`src/design/hcd_pkg.sv`:
```
// ---------------------------------------------------------------------------
// hcd_pkg: shared types and constants for the chunk deframer
// Character codes, result kinds, phase encoding and the hex digit decoder.
// ---------------------------------------------------------------------------
`default_nettype none

package hcd_pkg;

    localparam int DEF_LENGTH_BITS = 24;
    localparam int MAX_W           = 24;
    localparam logic [MAX_W-1:0] MAX_RESET = 24'hFF_FFFF;

    localparam logic [7:0] CH_CR     = 8'h0D;
    localparam logic [7:0] CH_LF     = 8'h0A;
    localparam logic [7:0] CH_ZERO   = 8'h30;
    localparam logic [7:0] CH_NINE   = 8'h39;
    localparam logic [7:0] CH_LA     = 8'h61;
    localparam logic [7:0] CH_LF_HEX = 8'h66;
    localparam logic [7:0] CH_UA     = 8'h41;
    localparam logic [7:0] CH_UF_HEX = 8'h46;
    localparam logic [7:0] HEX_TEN   = 8'd10;

    typedef enum logic [2:0] {
        K_FRAME = 3'd0,
        K_DATA  = 3'd1,
        K_LAST  = 3'd2,
        K_EMPTY = 3'd3,
        K_ERROR = 3'd4
    } kind_t;

    typedef enum logic [3:0] {
        PH_SIZE = 4'b0001,
        PH_DATA = 4'b0010,
        PH_TAIL = 4'b0100,
        PH_ERR  = 4'b1000
    } phase_t;

    typedef struct packed {
        logic [7:0] payload;
        kind_t      kind;
    } result_t;

    typedef struct packed {
        logic       ok;
        logic [3:0] value;
    } hex_t;

    function automatic hex_t hex_decode(input logic [7:0] c);
        hex_t       h;
        logic [7:0] diff;
        h    = '{ok: 1'b0, value: 4'd0};
        diff = 8'd0;
        if (c >= CH_ZERO && c <= CH_NINE) begin
            diff = c - CH_ZERO;
            h    = '{ok: 1'b1, value: diff[3:0]};
        end else if (c >= CH_LA && c <= CH_LF_HEX) begin
            diff = c - CH_LA + HEX_TEN;
            h    = '{ok: 1'b1, value: diff[3:0]};
        end else if (c >= CH_UA && c <= CH_UF_HEX) begin
            diff = c - CH_UA + HEX_TEN;
            h    = '{ok: 1'b1, value: diff[3:0]};
        end
        return h;
    endfunction

endpackage

`default_nettype wire

```
`src/design/hcd_in_reg.sv`:
```
// ---------------------------------------------------------------------------
// hcd_in_reg: input register
// Holds one received byte until the decode stage takes it.
// ---------------------------------------------------------------------------
`default_nettype none

module hcd_in_reg (
    input  wire logic       clk,
    input  wire logic       rst_n,
    input  wire logic       in_valid,
    output logic            in_ready,
    input  wire logic [7:0] rx_byte,
    input  wire logic       advance,
    output logic            held_valid,
    output logic [7:0]      held_byte
);

    logic       valid_reg;
    logic       valid_next;
    logic [7:0] byte_reg;

    // free, or emptying this cycle
    assign in_ready   = !valid_reg || advance;
    assign valid_next = (in_valid && in_ready) ? 1'b1 : (advance ? 1'b0 : valid_reg);

    always_ff @(posedge clk or negedge rst_n)
    begin
        if (!rst_n)
        begin
            valid_reg <= 1'b0;
        end
        else
        begin
            valid_reg <= valid_next;
        end
    end

    always_ff @(posedge clk)
    begin
        if (in_valid && in_ready)
        begin
            byte_reg <= rx_byte;
        end
    end

    assign held_valid = valid_reg;
    assign held_byte  = byte_reg;

endmodule

`default_nettype wire

```
`src/design/hcd_step.sv`:
```
// ---------------------------------------------------------------------------
// hcd_step: framing state machine
// Phase and chunk length registers plus the per-byte decode.
// ---------------------------------------------------------------------------
`default_nettype none

module hcd_step #(
    parameter int LENGTH_BITS = hcd_pkg::DEF_LENGTH_BITS
) (
    input  wire logic                      clk,
    input  wire logic                      rst_n,
    input  wire logic                      advance,
    input  wire logic [7:0]                cur_byte,
    input  wire logic [hcd_pkg::MAX_W-1:0] max_len,
    output hcd_pkg::result_t               res
);
    import hcd_pkg::*;

    localparam int NW = LENGTH_BITS + 4;
    localparam int CW = (NW > MAX_W) ? NW : MAX_W;

    phase_t                 phase_reg;
    phase_t                 phase_next;
    logic [LENGTH_BITS-1:0] count_reg;
    logic [LENGTH_BITS-1:0] count_next;
    logic [NW-1:0]          len_acc;
    hex_t                   hex;

    assign hex     = hex_decode(cur_byte);
    assign len_acc = {count_reg, 4'b0000} + NW'(hex.value);

    always_comb
    begin
        phase_next  = phase_reg;
        count_next  = count_reg;
        res.payload = 8'd0;
        res.kind    = K_FRAME;
        unique case (phase_reg)
            PH_SIZE:
            begin
                if (cur_byte == CH_CR)
                begin
                    res.kind = K_FRAME;
                end
                else if (cur_byte == CH_LF)
                begin
                    if (count_reg == '0)
                    begin
                        res.kind   = K_EMPTY;
                        phase_next = PH_TAIL;
                    end
                    else
                    begin
                        phase_next = PH_DATA;
                    end
                end
                else if (!hex.ok)
                begin
                    res.kind   = K_ERROR;
                    phase_next = PH_ERR;
                end
                else if ((CW'(len_acc) > CW'(max_len)) || (len_acc[NW-1 -: 4] != 4'd0))
                begin
                    // over the configured limit or out of counter range
                    res.kind   = K_ERROR;
                    phase_next = PH_ERR;
                end
                else
                begin
                    count_next = len_acc[LENGTH_BITS-1:0];
                end
            end
            PH_DATA:
            begin
                res.payload = cur_byte;
                if (count_reg <= LENGTH_BITS'(1))
                begin
                    count_next = '0;
                    res.kind   = K_LAST;
                    phase_next = PH_TAIL;
                end
                else
                begin
                    count_next = count_reg - LENGTH_BITS'(1);
                    res.kind   = K_DATA;
                end
            end
            PH_TAIL:
            begin
                if (cur_byte == CH_LF)
                begin
                    phase_next = PH_SIZE;
                    count_next = '0;
                end
                else if (cur_byte != CH_CR)
                begin
                    res.kind   = K_ERROR;
                    phase_next = PH_ERR;
                end
            end
            PH_ERR:
            begin
                res.kind = K_ERROR;
            end
            default:
            begin
                res.kind   = K_ERROR;
                phase_next = PH_ERR;
            end
        endcase
    end

    always_ff @(posedge clk or negedge rst_n)
    begin
        if (!rst_n)
        begin
            phase_reg <= PH_SIZE;
            count_reg <= '0;
        end
        else if (advance)
        begin
            phase_reg <= phase_next;
            count_reg <= count_next;
        end
    end

    // error is sticky
    a_err_sticky: assert property (@(posedge clk) disable iff (!rst_n)
        phase_reg == PH_ERR |=> phase_reg == PH_ERR)
        else $error("left error phase");

    a_err_kind: assert property (@(posedge clk) disable iff (!rst_n)
        advance && phase_reg == PH_ERR |-> res.kind == K_ERROR)
        else $error("non-error result in error phase");

    a_last_to_tail: assert property (@(posedge clk) disable iff (!rst_n)
        advance && phase_reg == PH_DATA && res.kind == K_LAST |=> phase_reg == PH_TAIL)
        else $error("last payload did not end chunk");

    a_tail_count: assert property (@(posedge clk) disable iff (!rst_n)
        phase_reg == PH_TAIL |-> count_reg == '0)
        else $error("count not cleared after payload");

endmodule

`default_nettype wire

```
`src/design/hcd_out_reg.sv`:
```
// ---------------------------------------------------------------------------
// hcd_out_reg: result register
// Holds one result transfer until the receiver takes it.
// ---------------------------------------------------------------------------
`default_nettype none

module hcd_out_reg (
    input  wire logic             clk,
    input  wire logic             rst_n,
    input  wire logic             advance,
    input  wire hcd_pkg::result_t res,
    output logic                  can_take,
    output logic                  out_valid,
    input  wire logic             out_ready,
    output logic [7:0]            payload_byte,
    output logic [2:0]            kind
);
    import hcd_pkg::*;

    logic    valid_reg;
    result_t res_reg;

    assign can_take = !valid_reg || out_ready;

    always_ff @(posedge clk or negedge rst_n)
    begin
        if (!rst_n)
        begin
            valid_reg <= 1'b0;
        end
        else if (can_take)
        begin
            valid_reg <= advance;
        end
    end

    always_ff @(posedge clk)
    begin
        if (advance)
        begin
            res_reg <= res;
        end
    end

    assign out_valid    = valid_reg;
    assign payload_byte = res_reg.payload;
    assign kind         = 3'(res_reg.kind);

endmodule

`default_nettype wire

```
`src/design/http_chunk_deframer_unit.sv`:
```
// ---------------------------------------------------------------------------
// http_chunk_deframer_unit: HTTP chunked transfer deframer
// One received byte per input transfer, one result transfer per byte.
// ---------------------------------------------------------------------------
// Usage:
//   Input channel in_valid/in_ready carries rx_byte, the chunked stream in
//   order. Output channel out_valid/out_ready carries payload_byte and kind
//   (framing, payload, last payload of chunk, empty chunk, error).
//   cfg_wr_en/cfg_wr_data set max_chunk_size; write only while idle.
// Path: an accepted byte is held in the input register, and its result is
//   registered in the result register, which drives out_valid.
// Throughput: one byte per clock while out_ready is high. The phase/length
//   update is a single decode between the input register and the result
//   register, so bytes stream back to back.
// Stall: while out_ready is low a full result register holds; an empty
//   input register still takes one more byte, then in_ready drops.
// Reset: both registers empty, phase back to size line, length zero,
//   max_chunk_size back to all ones. An error phase lasts until reset.
// ---------------------------------------------------------------------------
`default_nettype none

module http_chunk_deframer_unit #(
    parameter int LENGTH_BITS = hcd_pkg::DEF_LENGTH_BITS
) (
    input  wire logic                      clk,
    input  wire logic                      rst_n,
    input  wire logic                      in_valid,
    output logic                           in_ready,
    input  wire logic [7:0]                rx_byte,
    output logic                           out_valid,
    input  wire logic                      out_ready,
    output logic [7:0]                     payload_byte,
    output logic [2:0]                     kind,
    input  wire logic                      cfg_wr_en,
    input  wire logic [hcd_pkg::MAX_W-1:0] cfg_wr_data
);
    import hcd_pkg::*;

    logic             held_valid;
    logic [7:0]       held_byte;
    logic             can_take;
    logic             advance;
    result_t          res;
    logic [MAX_W-1:0] max_len_reg;

    // byte moves from input register into result register
    assign advance = held_valid && can_take;

    // chunk length limit
    always_ff @(posedge clk or negedge rst_n)
    begin
        if (!rst_n)
        begin
            max_len_reg <= MAX_RESET;
        end
        else if (cfg_wr_en)
        begin
            max_len_reg <= cfg_wr_data;
        end
    end

    hcd_in_reg u_in (
        .clk        (clk),
        .rst_n      (rst_n),
        .in_valid   (in_valid),
        .in_ready   (in_ready),
        .rx_byte    (rx_byte),
        .advance    (advance),
        .held_valid (held_valid),
        .held_byte  (held_byte)
    );

    hcd_step #(
        .LENGTH_BITS (LENGTH_BITS)
    ) u_step (
        .clk      (clk),
        .rst_n    (rst_n),
        .advance  (advance),
        .cur_byte (held_byte),
        .max_len  (max_len_reg),
        .res      (res)
    );

    hcd_out_reg u_out (
        .clk          (clk),
        .rst_n        (rst_n),
        .advance      (advance),
        .res          (res),
        .can_take     (can_take),
        .out_valid    (out_valid),
        .out_ready    (out_ready),
        .payload_byte (payload_byte),
        .kind         (kind)
    );

endmodule

`default_nettype wire
```
`config.mk`:
```
export PLATFORM = sky130hd
export DESIGN_NAME = http_chunk_deframer_unit
export DESIGN_NICKNAME = d
export VERILOG_FILES = /design/src/design/hcd_pkg.sv /design/src/design/hcd_in_reg.sv /design/src/design/hcd_step.sv /design/src/design/hcd_out_reg.sv /design/src/design/http_chunk_deframer_unit.sv
export SDC_FILE = /design/constraint.sdc
export NUM_CORES = 1
export LEC_CHECK = 0
export BUFFER_PORTS_ARGS = -buffer_cell sky130_fd_sc_hd__buf_2
export CAP_MARGIN = 15
export CORE_MARGIN = 2
export CORE_UTILIZATION = 40
export CTS_CLUSTER_SIZE = 16
export DETAILED_ROUTE_END_ITERATION = 6
export PLACE_DENSITY = 0.55
export SYNTH_ARGS = -nofsm -noshare
export SYNTH_HDL_FRONTEND = slang
export SYNTH_SLANG_ARGS = --single-unit
```
`constraint.sdc`:
```
create_clock -name clk -period 4.1 [get_ports clk]
set_input_delay 0.82 -clock clk [delete_from_list [all_inputs] [get_ports clk]]
set_output_delay 0.82 -clock clk [all_outputs]
set_load 0.1 [all_outputs]
```
==> results of run 1 <==
[routing by layer]
layer	GRT usage	vias to the layer above
li1	-	1824
met1	0.293	1787
met2	0.293	103
met3	0.0453	13
met4	0.0813	0
met5	0	-
[kinds of logic after synthesis]
kind of cell,Yosys count
buffers and inverters,59
adders and majority gates,30
and+or+nand+nor,166
muxes,3
xor gates and xnor gates,2
DFF,73
AOI/OAI and AO/OA,140
[report_power, final]
part | internal, mW | switching, mW | leakage, nW | total, mW
combinational | 0.274 | 0.381 | 1.18 | 0.654
sequential | 0.895 | 0.227 | 0.760 | 1.12
clock | 0.532 | 0.309 | 0.146 | 0.840
[worst max-delay path by stage]
stage	from	to	slack (ps)	depth (start not counted)
final	u_in.held_byte[1]$_DFFE_PP_	u_step.count_reg[5]$_DFFE_PN0P_	380	15
after CTS	u_in.held_byte[0]$_DFFE_PP_	u_step.count_reg[5]$_DFFE_PN0P_	230	15
after global routing	u_in.held_byte[1]$_DFFE_PP_	u_step.count_reg[5]$_DFFE_PN0P_	110	15
after detailed placement	u_in.held_byte[0]$_DFFE_PP_	u_step.count_reg[5]$_DFFE_PN0P_	10	15
after floorplan	u_in.held_byte[3]$_DFFE_PP_	u_step.count_reg[19]$_DFFE_PN0P_	540	12
after global placement	u_in.held_byte[0]$_DFFE_PP_	u_step.count_reg[11]$_DFFE_PN0P_	170	15
[repair_timing]
item,4_1_cts,5_1_grt
endpoints found under the hold margin,0,0
gates resized for setup,1,1
setup endpoints to repair,1,10
[area by class of cell]
cell class / count / area, sq um
fill: 1040 / 5740
timing repair buffer: 57 / 305
clock inverter: 5 / 80.1
multi-input combinational: 341 / 2320
clock buffer: 11 / 233
tap: 140 / 175
inverter: 34 / 128
sequential: 73 / 1950
[per-stage QoR]
stage               instance area (sq um)  setup slack (ps)
detailed placement                   4860              10.8
finish                               5190               378
global route                         5190               107
global placement                     4860               170
floorplan                            4520               541
CTS                                  5190               232
[layout by cell type (no fill, tap or decap), types with 3 or more instances in the layout]
cell	synthesis	final
buf_2	3	49
a21o_1	7	7
ha_1	30	30
or3_1	9	9
o31ai_1	5	5
or2_2	4	4
o211ai_2	15	15
nand4_1	6	6
a32oi_1	16	16
o21ai_0	47	47
o21ai_1	3	3
and2_1	13	13
dfstp_2	25	25
nor3_1	12	12
inv_1	34	34
clkbuf_16	0	9
nand2_1	51	51
nor2b_1	4	4
a21oi_1	21	21
nor4_1	6	6
o211ai_1	4	4
buf_4	0	8
edfxtp_1	19	19
nand3_1	17	17
or4_1	4	4
nor2_1	21	21
dfrtp_1	29	29
nand2b_1	8	8
==> metrics.yaml, run 1 <==
logic_synthesis:
  synth_edf_count: 19
  synthAdderAreaFrac: 0.0831
  synth_top_cell_by_area: "dfrtp_1"
  synth_area_leaders: "dfrtp_1, dfstp_2, edfxtp_1"
  synth_area_sq_um: 4520
  yosysWarnings: 0
  synthMostInstantiatedCell: "nand2_1"
  async_flop_share: 0.740
  synth_top_area_share: 0.161
  synth-compound-area-share: 0.225
  netlist_instances: 473
  synth_fp_nets: 540
  avgSynthCellArea_sq_um: 9.55
  seq_area_frac_synth: 0.432
  synth_top_family_by_area: "compound AO/OA/AOI/OAI gates"
  muxShareOfSynthArea: 0.00803
  synthSimpleGateAreaFrac: 0.190
  ys_seq_elements: 73
  synth_flop_cell: "dfrtp_1"
  ys_types: 62
  ys_top_cells_by_count: "nand2_1, o21ai_0, inv_1"
  synthXorXnorAreaFrac: 0.00388
setup_path:
  cp_slowest_cell: "o41ai_4"
  arrival_ps: 3980
  cp_slowest_stage_delay_ps: 570
  required_ps: 4360
  r2r-start: "u_in.held_byte[1]$_DFFE_PP_"
  critPathLaunchType: "flop"
  rrSetupSlack_ps: 380
  crit_buf_inv: 3
  r2r_end: "u_step.count_reg[5]$_DFFE_PN0P_"
  cp_max_fo: 12
  cp_top_family: "compound AO/OA/AOI/OAI gates"
  crit_type: "reg2reg"
  endpoint_kind: "flop"
  cp_cell_sequence: "inv_1, ha_1, o21bai_1, a21oi_2, a22o_1, ha_1, nor2b_1, o211ai_1, a211oi_1, a2111oi_0, buf_4, o41ai_4, or2_1, buf_4, mux2i_1"
  r2r_cells: 15
route:
  via_count: 3727
  drt-met1-wl_mm: 5.48
  met2_length_mm: 4.81
  avgRoutedWirePerCell_microns: 16.7
  wl_met3_microns: 533
  drtIter0Drc: 216
  viasPerCell: 5.64
  drcViolationCount: 0
  dr.pass1.iters: 5
  dr.max_layer_used: "met4"
  ant_nets: 0
  wirelength_mm: 11.0
grt:
  grt_pass1_vias: 3629
  grt_usage: 0.203
  grt_pass1_wl_mm: 18.7
  grt_max_degree: 48
  antenna_found_initial: 0
  overflow: 0
min_path:
  hold_start: "u_in.held_valid$_DFFE_PN0P_"
  holdPathEnd: "u_out.out_valid$_DFFE_PN0P_"
  hold_path_class: "reg2reg"
  hold_path_depth: 1
sta:
  clock.fmax_mhz: 269
  worst_pin_slew_ps: 1200
  fin_skew_ps: 5.98
  fin_crit_sh: 0.908
  finalMaxSlewViolations: 0
  setup-violations-final: 0
  period_minus_slack_ps: 3720
  hold_ws_ps: 489
  finalHoldViolations: 0
  rsz0062_at_grt: "no"
  tns_ps: 0
  slew_headroom: 0.203
die:
  core_sq_um: 10900
  boundaryPins: 50
  die_h_microns: 110
  num_rows: 38
  start_util: 0.413
  fp.dieArea_sq_um: 12200
  die_w_microns: 110
finish:
  drive_gt1_frac: 0.246
  syn_to_final_growth_pct: 15.0
  stdcell_count: 661
  diodes: 0
  layout.nets: 583
  utilization: 0.475
clocking:
  cts.clk_slew.worst_paths_ps: 60
  cts_sinks: 73
  postCtsHoldBufs: 0
  htree_levels: 3
  cts_made_buffers: 9
  worst_skew_pair.late_latency_ps: 340
  cts_setup_buffers: 0
  cts-root-buf: "clkbuf_16"
  cts_tree: "built"
  clk_path_buf_depth: 2
power_and_ir_drop:
  leakage_nw: 2.08
  pwr_density_cell_nw_per_um2: 504
  vdd_drop_max_uv: 259
  power_mw: 2.62
job:
  cap_violations: 0
status:
  outcome: "finished clean"
place:
  dp_cells: 645
  hpwl_mm: 7.99
  io_buffers: 49
  gp_congestion: 0.840
(Power assumes the default switching activity.)
==> inputs of run 2 (changes only) <==
--- a/config.mk
+++ b/config.mk
@@ -11,7 +11,8 @@
 export CORE_UTILIZATION = 40
 export CTS_CLUSTER_SIZE = 16
 export DETAILED_ROUTE_END_ITERATION = 6
-export PLACE_DENSITY = 0.55
+export GPL_TIMING_DRIVEN = 0
+export PLACE_DENSITY = 0.7
 export SYNTH_ARGS = -nofsm -noshare
 export SYNTH_HDL_FRONTEND = slang
 export SYNTH_SLANG_ARGS = --single-unit
==> run 2 against run 1 <==
Net effect: via count rose by 4.9%; cell area rose by 0.89%; largest power group unchanged; combinational power rose by 3%; clock power fell by 16%; sequential cell count did not move.
==> metrics.yaml, run 2 (synthesized netlist as in run 1, its figures left out) <==
route:
  dr.max_layer_used: "met4"
  met2_length_mm: 5.20  # +8.1%
  viasPerCell: 5.76  # +2.1%
  via_count: 3908  # +4.9%
  drt-met1-wl_mm: 4.92  # -10%
  wl_met3_microns: 582  # +9.2%
  drtIter0Drc: 413  # +91%
  dr.pass1.iters: 5  # unchanged
  wirelength_mm: 11.0  # -0.48%
  ant_nets: 0  # unchanged
  drcViolationCount: 0  # unchanged
  avgRoutedWirePerCell_microns: 16.2  # -3.1%
power_and_ir_drop:
  pwr-share-seq: 0.445  # +0.016
  combPwrFrac: 0.270  # +0.020
  pwr_density_cell_nw_per_um2: 474  # -5.9%
  leakage_nw: 2.10  # +0.56%
  power.switching_uw: 889  # -2.9%
  swShare: 0.358  # +0.00815
  clock_power_share: 0.284  # -0.037
  vdd_drop_max_uv: 293  # +13%
  power.internal_mw: 1.59  # -6.3%
die:
  num_rows: 38  # unchanged
  die_h_microns: 110  # unchanged
  fp.dieArea_sq_um: 12200  # unchanged
  die_w_microns: 110  # unchanged
  boundaryPins: 50  # unchanged
  start_util: 0.413  # unchanged
  core_sq_um: 10900  # unchanged
setup_path:
  arrival_ps: 4130  # +150 ps
  required_ps: 4310  # -50 ps
  cp_max_fo: 10  # -2
  cp_slowest_stage_delay_ps: 620  # +50 ps
  rrSetupSlack_ps: 180  # -200 ps
  r2r_cells: 13  # -2
  crit_start: "u_in.held_byte[3]$_DFFE_PP_"
  critical_path_depth: 13  # -2
  cp_cell_sequence: "or4b_4, nor3_4, a22o_1, ha_1, nor2b_1, o211ai_1, a211oi_1, a2111oi_1, buf_1, o41ai_4, clkbuf_1, o21ai_0, o211ai_2"
  crit_type: "reg2reg"
  r2r_end: "u_step.count_reg[8]$_DFFE_PN0P_"
  critPathLaunchType: "flop"
  crit_buf_inv: 2  # -1
  crit_path_end: "u_step.count_reg[8]$_DFFE_PN0P_"
  cp_slowest_cell: "or4b_4"
  cp_top_family: "compound AO/OA/AOI/OAI gates"
  r2r-start: "u_in.held_byte[3]$_DFFE_PP_"
  endpoint_kind: "flop"
clocking:
  cts_sinks: 73  # unchanged
  cts_tree: "built"
  cts-root-buf: "clkbuf_16"
  htree_levels: 3  # unchanged
  worst_skew_pair.late_latency_ps: 340  # about the same
  postCtsHoldBufs: 0  # unchanged
  cts_setup_buffers: 0  # unchanged
  clk_path_buf_depth: 2  # unchanged
  cts.clk_slew.worst_paths_ps: 50  # about the same
  cts_made_buffers: 9  # unchanged
  ctsResizeCount: 0  # -1
place:
  gp_congestion: 0.878  # +4.6%
  io_buffers: 48  # -2.0%
  dp_slack_ps: 33.2  # +22.4 ps
  hpwl_mm: 8.19  # +2.6%
  place_area_sq_um: 4960  # +1.9%
sta:
  fin_skew_ps: 4.40  # -1.58 ps
  worst_pin_slew_ps: 624  # -572 ps
  period_minus_slack_ps: 3920  # +201 ps
  slew_headroom: 0.581  # +0.378
  finalMaxSlewViolations: 0  # unchanged
  tns_ps: 0  # unchanged
  setup_slack_ps: 176  # -201 ps
  setup-violations-final: 0  # unchanged
  finalHoldViolations: 0  # unchanged
  clock.fmax_mhz: 255  # -5.1%
  fin_crit_sh: 0.957  # +0.0491
  rsz0062_at_grt: "no"
finish:
  seq_area_sq_um: 1950  # unchanged
  fill_cells: 993  # -4.5%
  diodes: 0  # unchanged
  syn_to_final_growth_pct: 16.0
  fin_area_sq_um: 5240  # +0.89%
  drive_gt1_frac: 0.230  # -0.0156
  layout_common_cells: "nand2_1, buf_2, o21ai_0"
  layout.nets: 601  # +3.1%
  multi_input_area_sq_um: 2320  # about the same
grt:
  grt_usage: 0.194  # -0.00897
  grt_pass1_wl_mm: 18.0  # -3.8%
  grt_max_degree: 35  # -27%
  antenna_found_initial: 0  # unchanged
  grt_pass1_vias: 3732  # +2.8%
  overflow: 0  # unchanged
min_path:
  hold_path_class: "in2async"
status:
  outcome: "finished clean"
job:
  cap_violations: 0  # unchanged
## run 2: cell types whose count changed in the layout (fill, tap and decap cells not counted), moves of 2 or more
cell / previous run / this run
bufinv_16: 2 / 0
clkbuf_1: 2 / 22
buf_4: 8 / 0
buf_12: 0 / 2
buf_2: 49 / 51
## run 2: power by group through the flow
stage          sequential, mW  combinational, mW  clock, mW
6_report                 1.11              0.671      0.706
5_1_grt                  1.12              0.761      0.746
4_1_cts                  1.09              0.666      0.719
3_5_place_dp             1.11              0.659          0
3_3_place_gp             1.10              0.619          0
2_1_floorplan            1.08              0.461          0
## run 2: metrics by stage
step                      utilization  hold WS [ps]  power [mW]  std cells
after global routing            0.479           476        2.63        679
final                           0.479           441        2.48        679
after global placement          0.451           465        1.72        661
after floorplan                     -           457        1.54        473
after CTS                       0.478           446        2.48        679
after detailed placement        0.453           481        1.77        663
## run 2: worst min-delay path by stage
stage	start	endpoint	slack (ps)	cells after the start
floorplan	u_in.held_valid$_DFFE_PN0P_	u_out.out_valid$_DFFE_PN0P_	460	1
global placement	u_in.held_valid$_DFFE_PN0P_	u_out.out_valid$_DFFE_PN0P_	460	1
detailed placement	u_in.held_valid$_DFFE_PN0P_	u_out.out_valid$_DFFE_PN0P_	480	1
CTS	rst_n	u_in.held_valid$_DFFE_PN0P_	450	1
global route	rst_n	u_out.out_valid$_DFFE_PN0P_	480	1
finish	rst_n	u_in.held_valid$_DFFE_PN0P_	440	1
## run 2: cell type report
class,instances,share of cell area
multi-input combinational,341,0.443
sequential,73,0.373
timing repair buffer,50,0.0504
clock buffer,13,0.0478
tap,140,0.0334
buffer,25,0.0253
inverter,34,0.0244
clock inverter,3,0.00310
## run 2: worst reg2reg max path, delay by kind of cell, from the launching register on
family / cells / cell delay (ps)
adder cells (fa/ha/maj): 1 / 270
flip-flops: 1 / 480
AND/OR/NAND/NOR: 3 / 1020
AO/OA/AOI/OAI: 7 / 1440
buffers and inverters: 2 / 570
## run 2: per-layer routing
layer,global-route usage,vias to the layer above
met5,0,-
met4,0.0911,0
met3,0.0388,19
met2,0.307,167
met1,0.256,1857
li1,-,1865
==> inputs of run 3 (changes only) <==
--- a/config.mk
+++ b/config.mk
@@ -7,12 +7,14 @@
 export LEC_CHECK = 0
 export BUFFER_PORTS_ARGS = -buffer_cell sky130_fd_sc_hd__buf_2
 export CAP_MARGIN = 15
+export CELL_PAD_IN_SITES_DETAIL_PLACEMENT = 0
+export CELL_PAD_IN_SITES_GLOBAL_PLACEMENT = 1
 export CORE_MARGIN = 2
 export CORE_UTILIZATION = 40
 export CTS_CLUSTER_SIZE = 16
 export DETAILED_ROUTE_END_ITERATION = 6
 export GPL_TIMING_DRIVEN = 0
-export PLACE_DENSITY = 0.7
+export PLACE_DENSITY = 0.84
 export SYNTH_ARGS = -nofsm -noshare
 export SYNTH_HDL_FRONTEND = slang
 export SYNTH_SLANG_ARGS = --single-unit
==> run 3 against run 2 <==
Net effect: maximum frequency grew 3.6%; clock skew grew 2.7 ps; worst hold slack gained 29 ps; clock-buffer cell count shrank 4; sequential cell count is the same; setup slack gained 140 ps; via count shrank 1.4%; sequential share of layout area shrank 0.61 points; die area is the same; cell area grew 1.7%; critical path depth grew 2; critical path type unchanged; highest routed layer unchanged.
==> metrics.yaml, run 3 (synthesized netlist as in run 1, its figures left out) <==
finish:
  drive_gt1_frac: 0.236  # +0.00557
  fill_cells: 1067  # +7.5%
  fin_area_sq_um: 5330  # +1.7%
  diodes: 0  # unchanged
  syn_to_final_growth_pct: 18.0
  layout.nets: 601  # unchanged
  layout_common_cells: "nand2_1, buf_2, o21ai_0"
  utilization: 0.487  # +0.00801
route:
  viasPerCell: 5.67  # -1.4%
  wl_met3_microns: 543  # -6.7%
  avgRoutedWirePerCell_microns: 16.1  # -0.79%
  via_count: 3853  # -1.4%
  dr.pass1.iters: 4  # -1
  drt-met1-wl_mm: 5.15  # +4.9%
  dr.max_layer_used: "met4"
  ant_nets: 0  # unchanged
  wirelength_mm: 10.9  # -0.79%
  met2_length_mm: 5.01  # -3.7%
  drcViolationCount: 0  # unchanged
  drtIter0Drc: 218  # -47%
sta:
  setup-violations-final: 0  # unchanged
  setup_slack_ps: 313  # +137 ps
  tns_ps: 0  # unchanged
  fin_crit_sh: 0.924  # -0.0334
  finalHoldViolations: 0  # unchanged
  slew_headroom: 0.600  # +0.0192
  finalMaxSlewViolations: 0  # unchanged
  clock.fmax_mhz: 264  # +3.6%
  period_minus_slack_ps: 3790  # -137 ps
  fin_skew_ps: 7.05  # +2.65 ps
  rsz0062_at_grt: "no"
  worst_pin_slew_ps: 593  # -31.0 ps
clocking:
  cts_setup_buffers: 0  # unchanged
  ctsResizeCount: 0  # unchanged
  clk_path_buf_depth: 2  # unchanged
  htree_levels: 3  # unchanged
  cts_made_buffers: 9  # unchanged
  worst_skew_pair.late_latency_ps: 340  # about the same
  cts-root-buf: "clkbuf_16"
  cts_tree: "built"
  cts_sinks: 73  # unchanged
  postCtsHoldBufs: 0  # unchanged
  cts.clk_slew.worst_paths_ps: 60  # about the same
setup_path:
  arrival_ps: 4010  # -120 ps
  cp_top_family: "compound AO/OA/AOI/OAI gates"
  cp_slowest_stage_delay_ps: 470  # -150 ps
  crit_type: "reg2reg"
  critPathLaunchType: "flop"
  cp_cell_sequence: "inv_1, ha_1, nor3b_1, nor3_4, a22o_1, ha_1, nor2b_1, o211ai_1, a211oi_1, a2111oi_0, buf_1, o41ai_4, or2_1, buf_6, mux2_4"
  crit_start: "u_in.held_byte[0]$_DFFE_PP_"
  r2r_end: "u_step.count_reg[19]$_DFFE_PN0P_"
  crit_buf_inv: 3  # +1
  r2r_cells: 15  # +2
  critical_path_depth: 15  # +2
  cp_slowest_cell: "edfxtp_1"
  r2r-start: "u_in.held_byte[0]$_DFFE_PP_"
  rrSetupSlack_ps: 310  # +140 ps
  required_ps: 4330  # +20 ps
  path_common_cell: "ha_1"
  endpoint_kind: "flop"
  cp_max_fo: 6  # -4
power_and_ir_drop:
  power_mw: 2.71  # +9.0%
  power.switching_uw: 888  # -0.10%
  pwr_density_cell_nw_per_um2: 508  # +7.2%
  swShare: 0.328  # -0.0298
  power.internal_mw: 1.82  # +14%
  pwr-share-seq: 0.406  # -0.039
  leakage_nw: 2.15  # +2.4%
  clock_power_share: 0.350  # +0.066
  combPwrFrac: 0.244  # -0.026
  vdd_drop_max_uv: 236  # -19%
die:
  fp.dieArea_sq_um: 12200  # unchanged
  start_util: 0.413  # unchanged
  core_sq_um: 10900  # unchanged
  die_h_microns: 110  # unchanged
  num_rows: 38  # unchanged
  boundaryPins: 50  # unchanged
  die_w_microns: 110  # unchanged
grt:
  grt_usage: 0.199  # +0.00535
  overflow: 0  # unchanged
  antenna_found_initial: 0  # unchanged
  grt_pass1_wl_mm: 18.5  # +2.6%
  grt_pass1_vias: 3796  # +1.7%
  grt_max_degree: 34  # -2.9%
job:
  cap_violations: 0  # unchanged
status:
  outcome: "finished clean"
place:
  hpwl_mm: 8.26  # +0.79%
  place_area_sq_um: 4960  # unchanged
  dp_slack_ps: 96.2  # +63.0 ps
  gp_congestion: 0.869  # -1.1%
  io_buffers: 48  # unchanged
min_path:
  hold_path_class: "in2async"
run 3: area by class of cell:
class,count,area [sq um],area share
flip-flops and latches,73,1950,0.367
multi-input cells,341,2310,0.434
inverters,34,128,0.0240
plain buffers,25,135,0.0254
clock inverters,7,133,0.0249
well taps,140,175,0.0329
clock buffers,9,225,0.0423
repair buffers,50,264,0.0496
run 3: power by group through the flow:
| stage | Sequential (mW) | Clock (mW) | Combinational [mW] |
|---|---|---|---|
| after floorplan | 1.08 | 0 | 0.461 |
| after global placement | 1.10 | 0 | 0.624 |
| after detailed placement | 1.10 | 0 | 0.654 |
| after CTS | 1.09 | 0.960 | 0.659 |
| after global routing | 1.12 | 0.990 | 0.759 |
| final | 1.10 | 0.947 | 0.660 |
run 3: stage by stage:
step	std cells	hold slack, ps
CTS	679	482
floorplan	473	457
finish	679	470
global placement	661	470
detailed placement	663	491
global route	679	509
run 3: per-layer routing:
metal  vias to the layer above  track usage
met5                         -            0
met4                         0       0.0768
met3                        12       0.0429
met2                       125        0.316
met1                      1852        0.267
li1                       1864            -
run 3: worst max path at each step:
stage / endpoint / slack (ps)
CTS: u_step.count_reg[7]$_DFFE_PN0P_ / 90
detailed placement: u_step.count_reg[7]$_DFFE_PN0P_ / 100
global placement: u_step.count_reg[19]$_DFFE_PN0P_ / -240
finish: u_step.count_reg[19]$_DFFE_PN0P_ / 310
floorplan: u_step.count_reg[19]$_DFFE_PN0P_ / 540
global route: u_step.count_reg[19]$_DFFE_PN0P_ / 50
run 3: worst register-to-register path, cell delays in order, from the launching register on:
cell and delay (ps):
edfxtp_1 470, inv_1 150, ha_1 200, nor3b_1 420, nor3_4 80, a22o_1 240
ha_1 300, nor2b_1 130, o211ai_1 90, a211oi_1 240, a2111oi_0 100, buf_1 180
o41ai_4 460, or2_1 180, buf_6 140, mux2_4 300
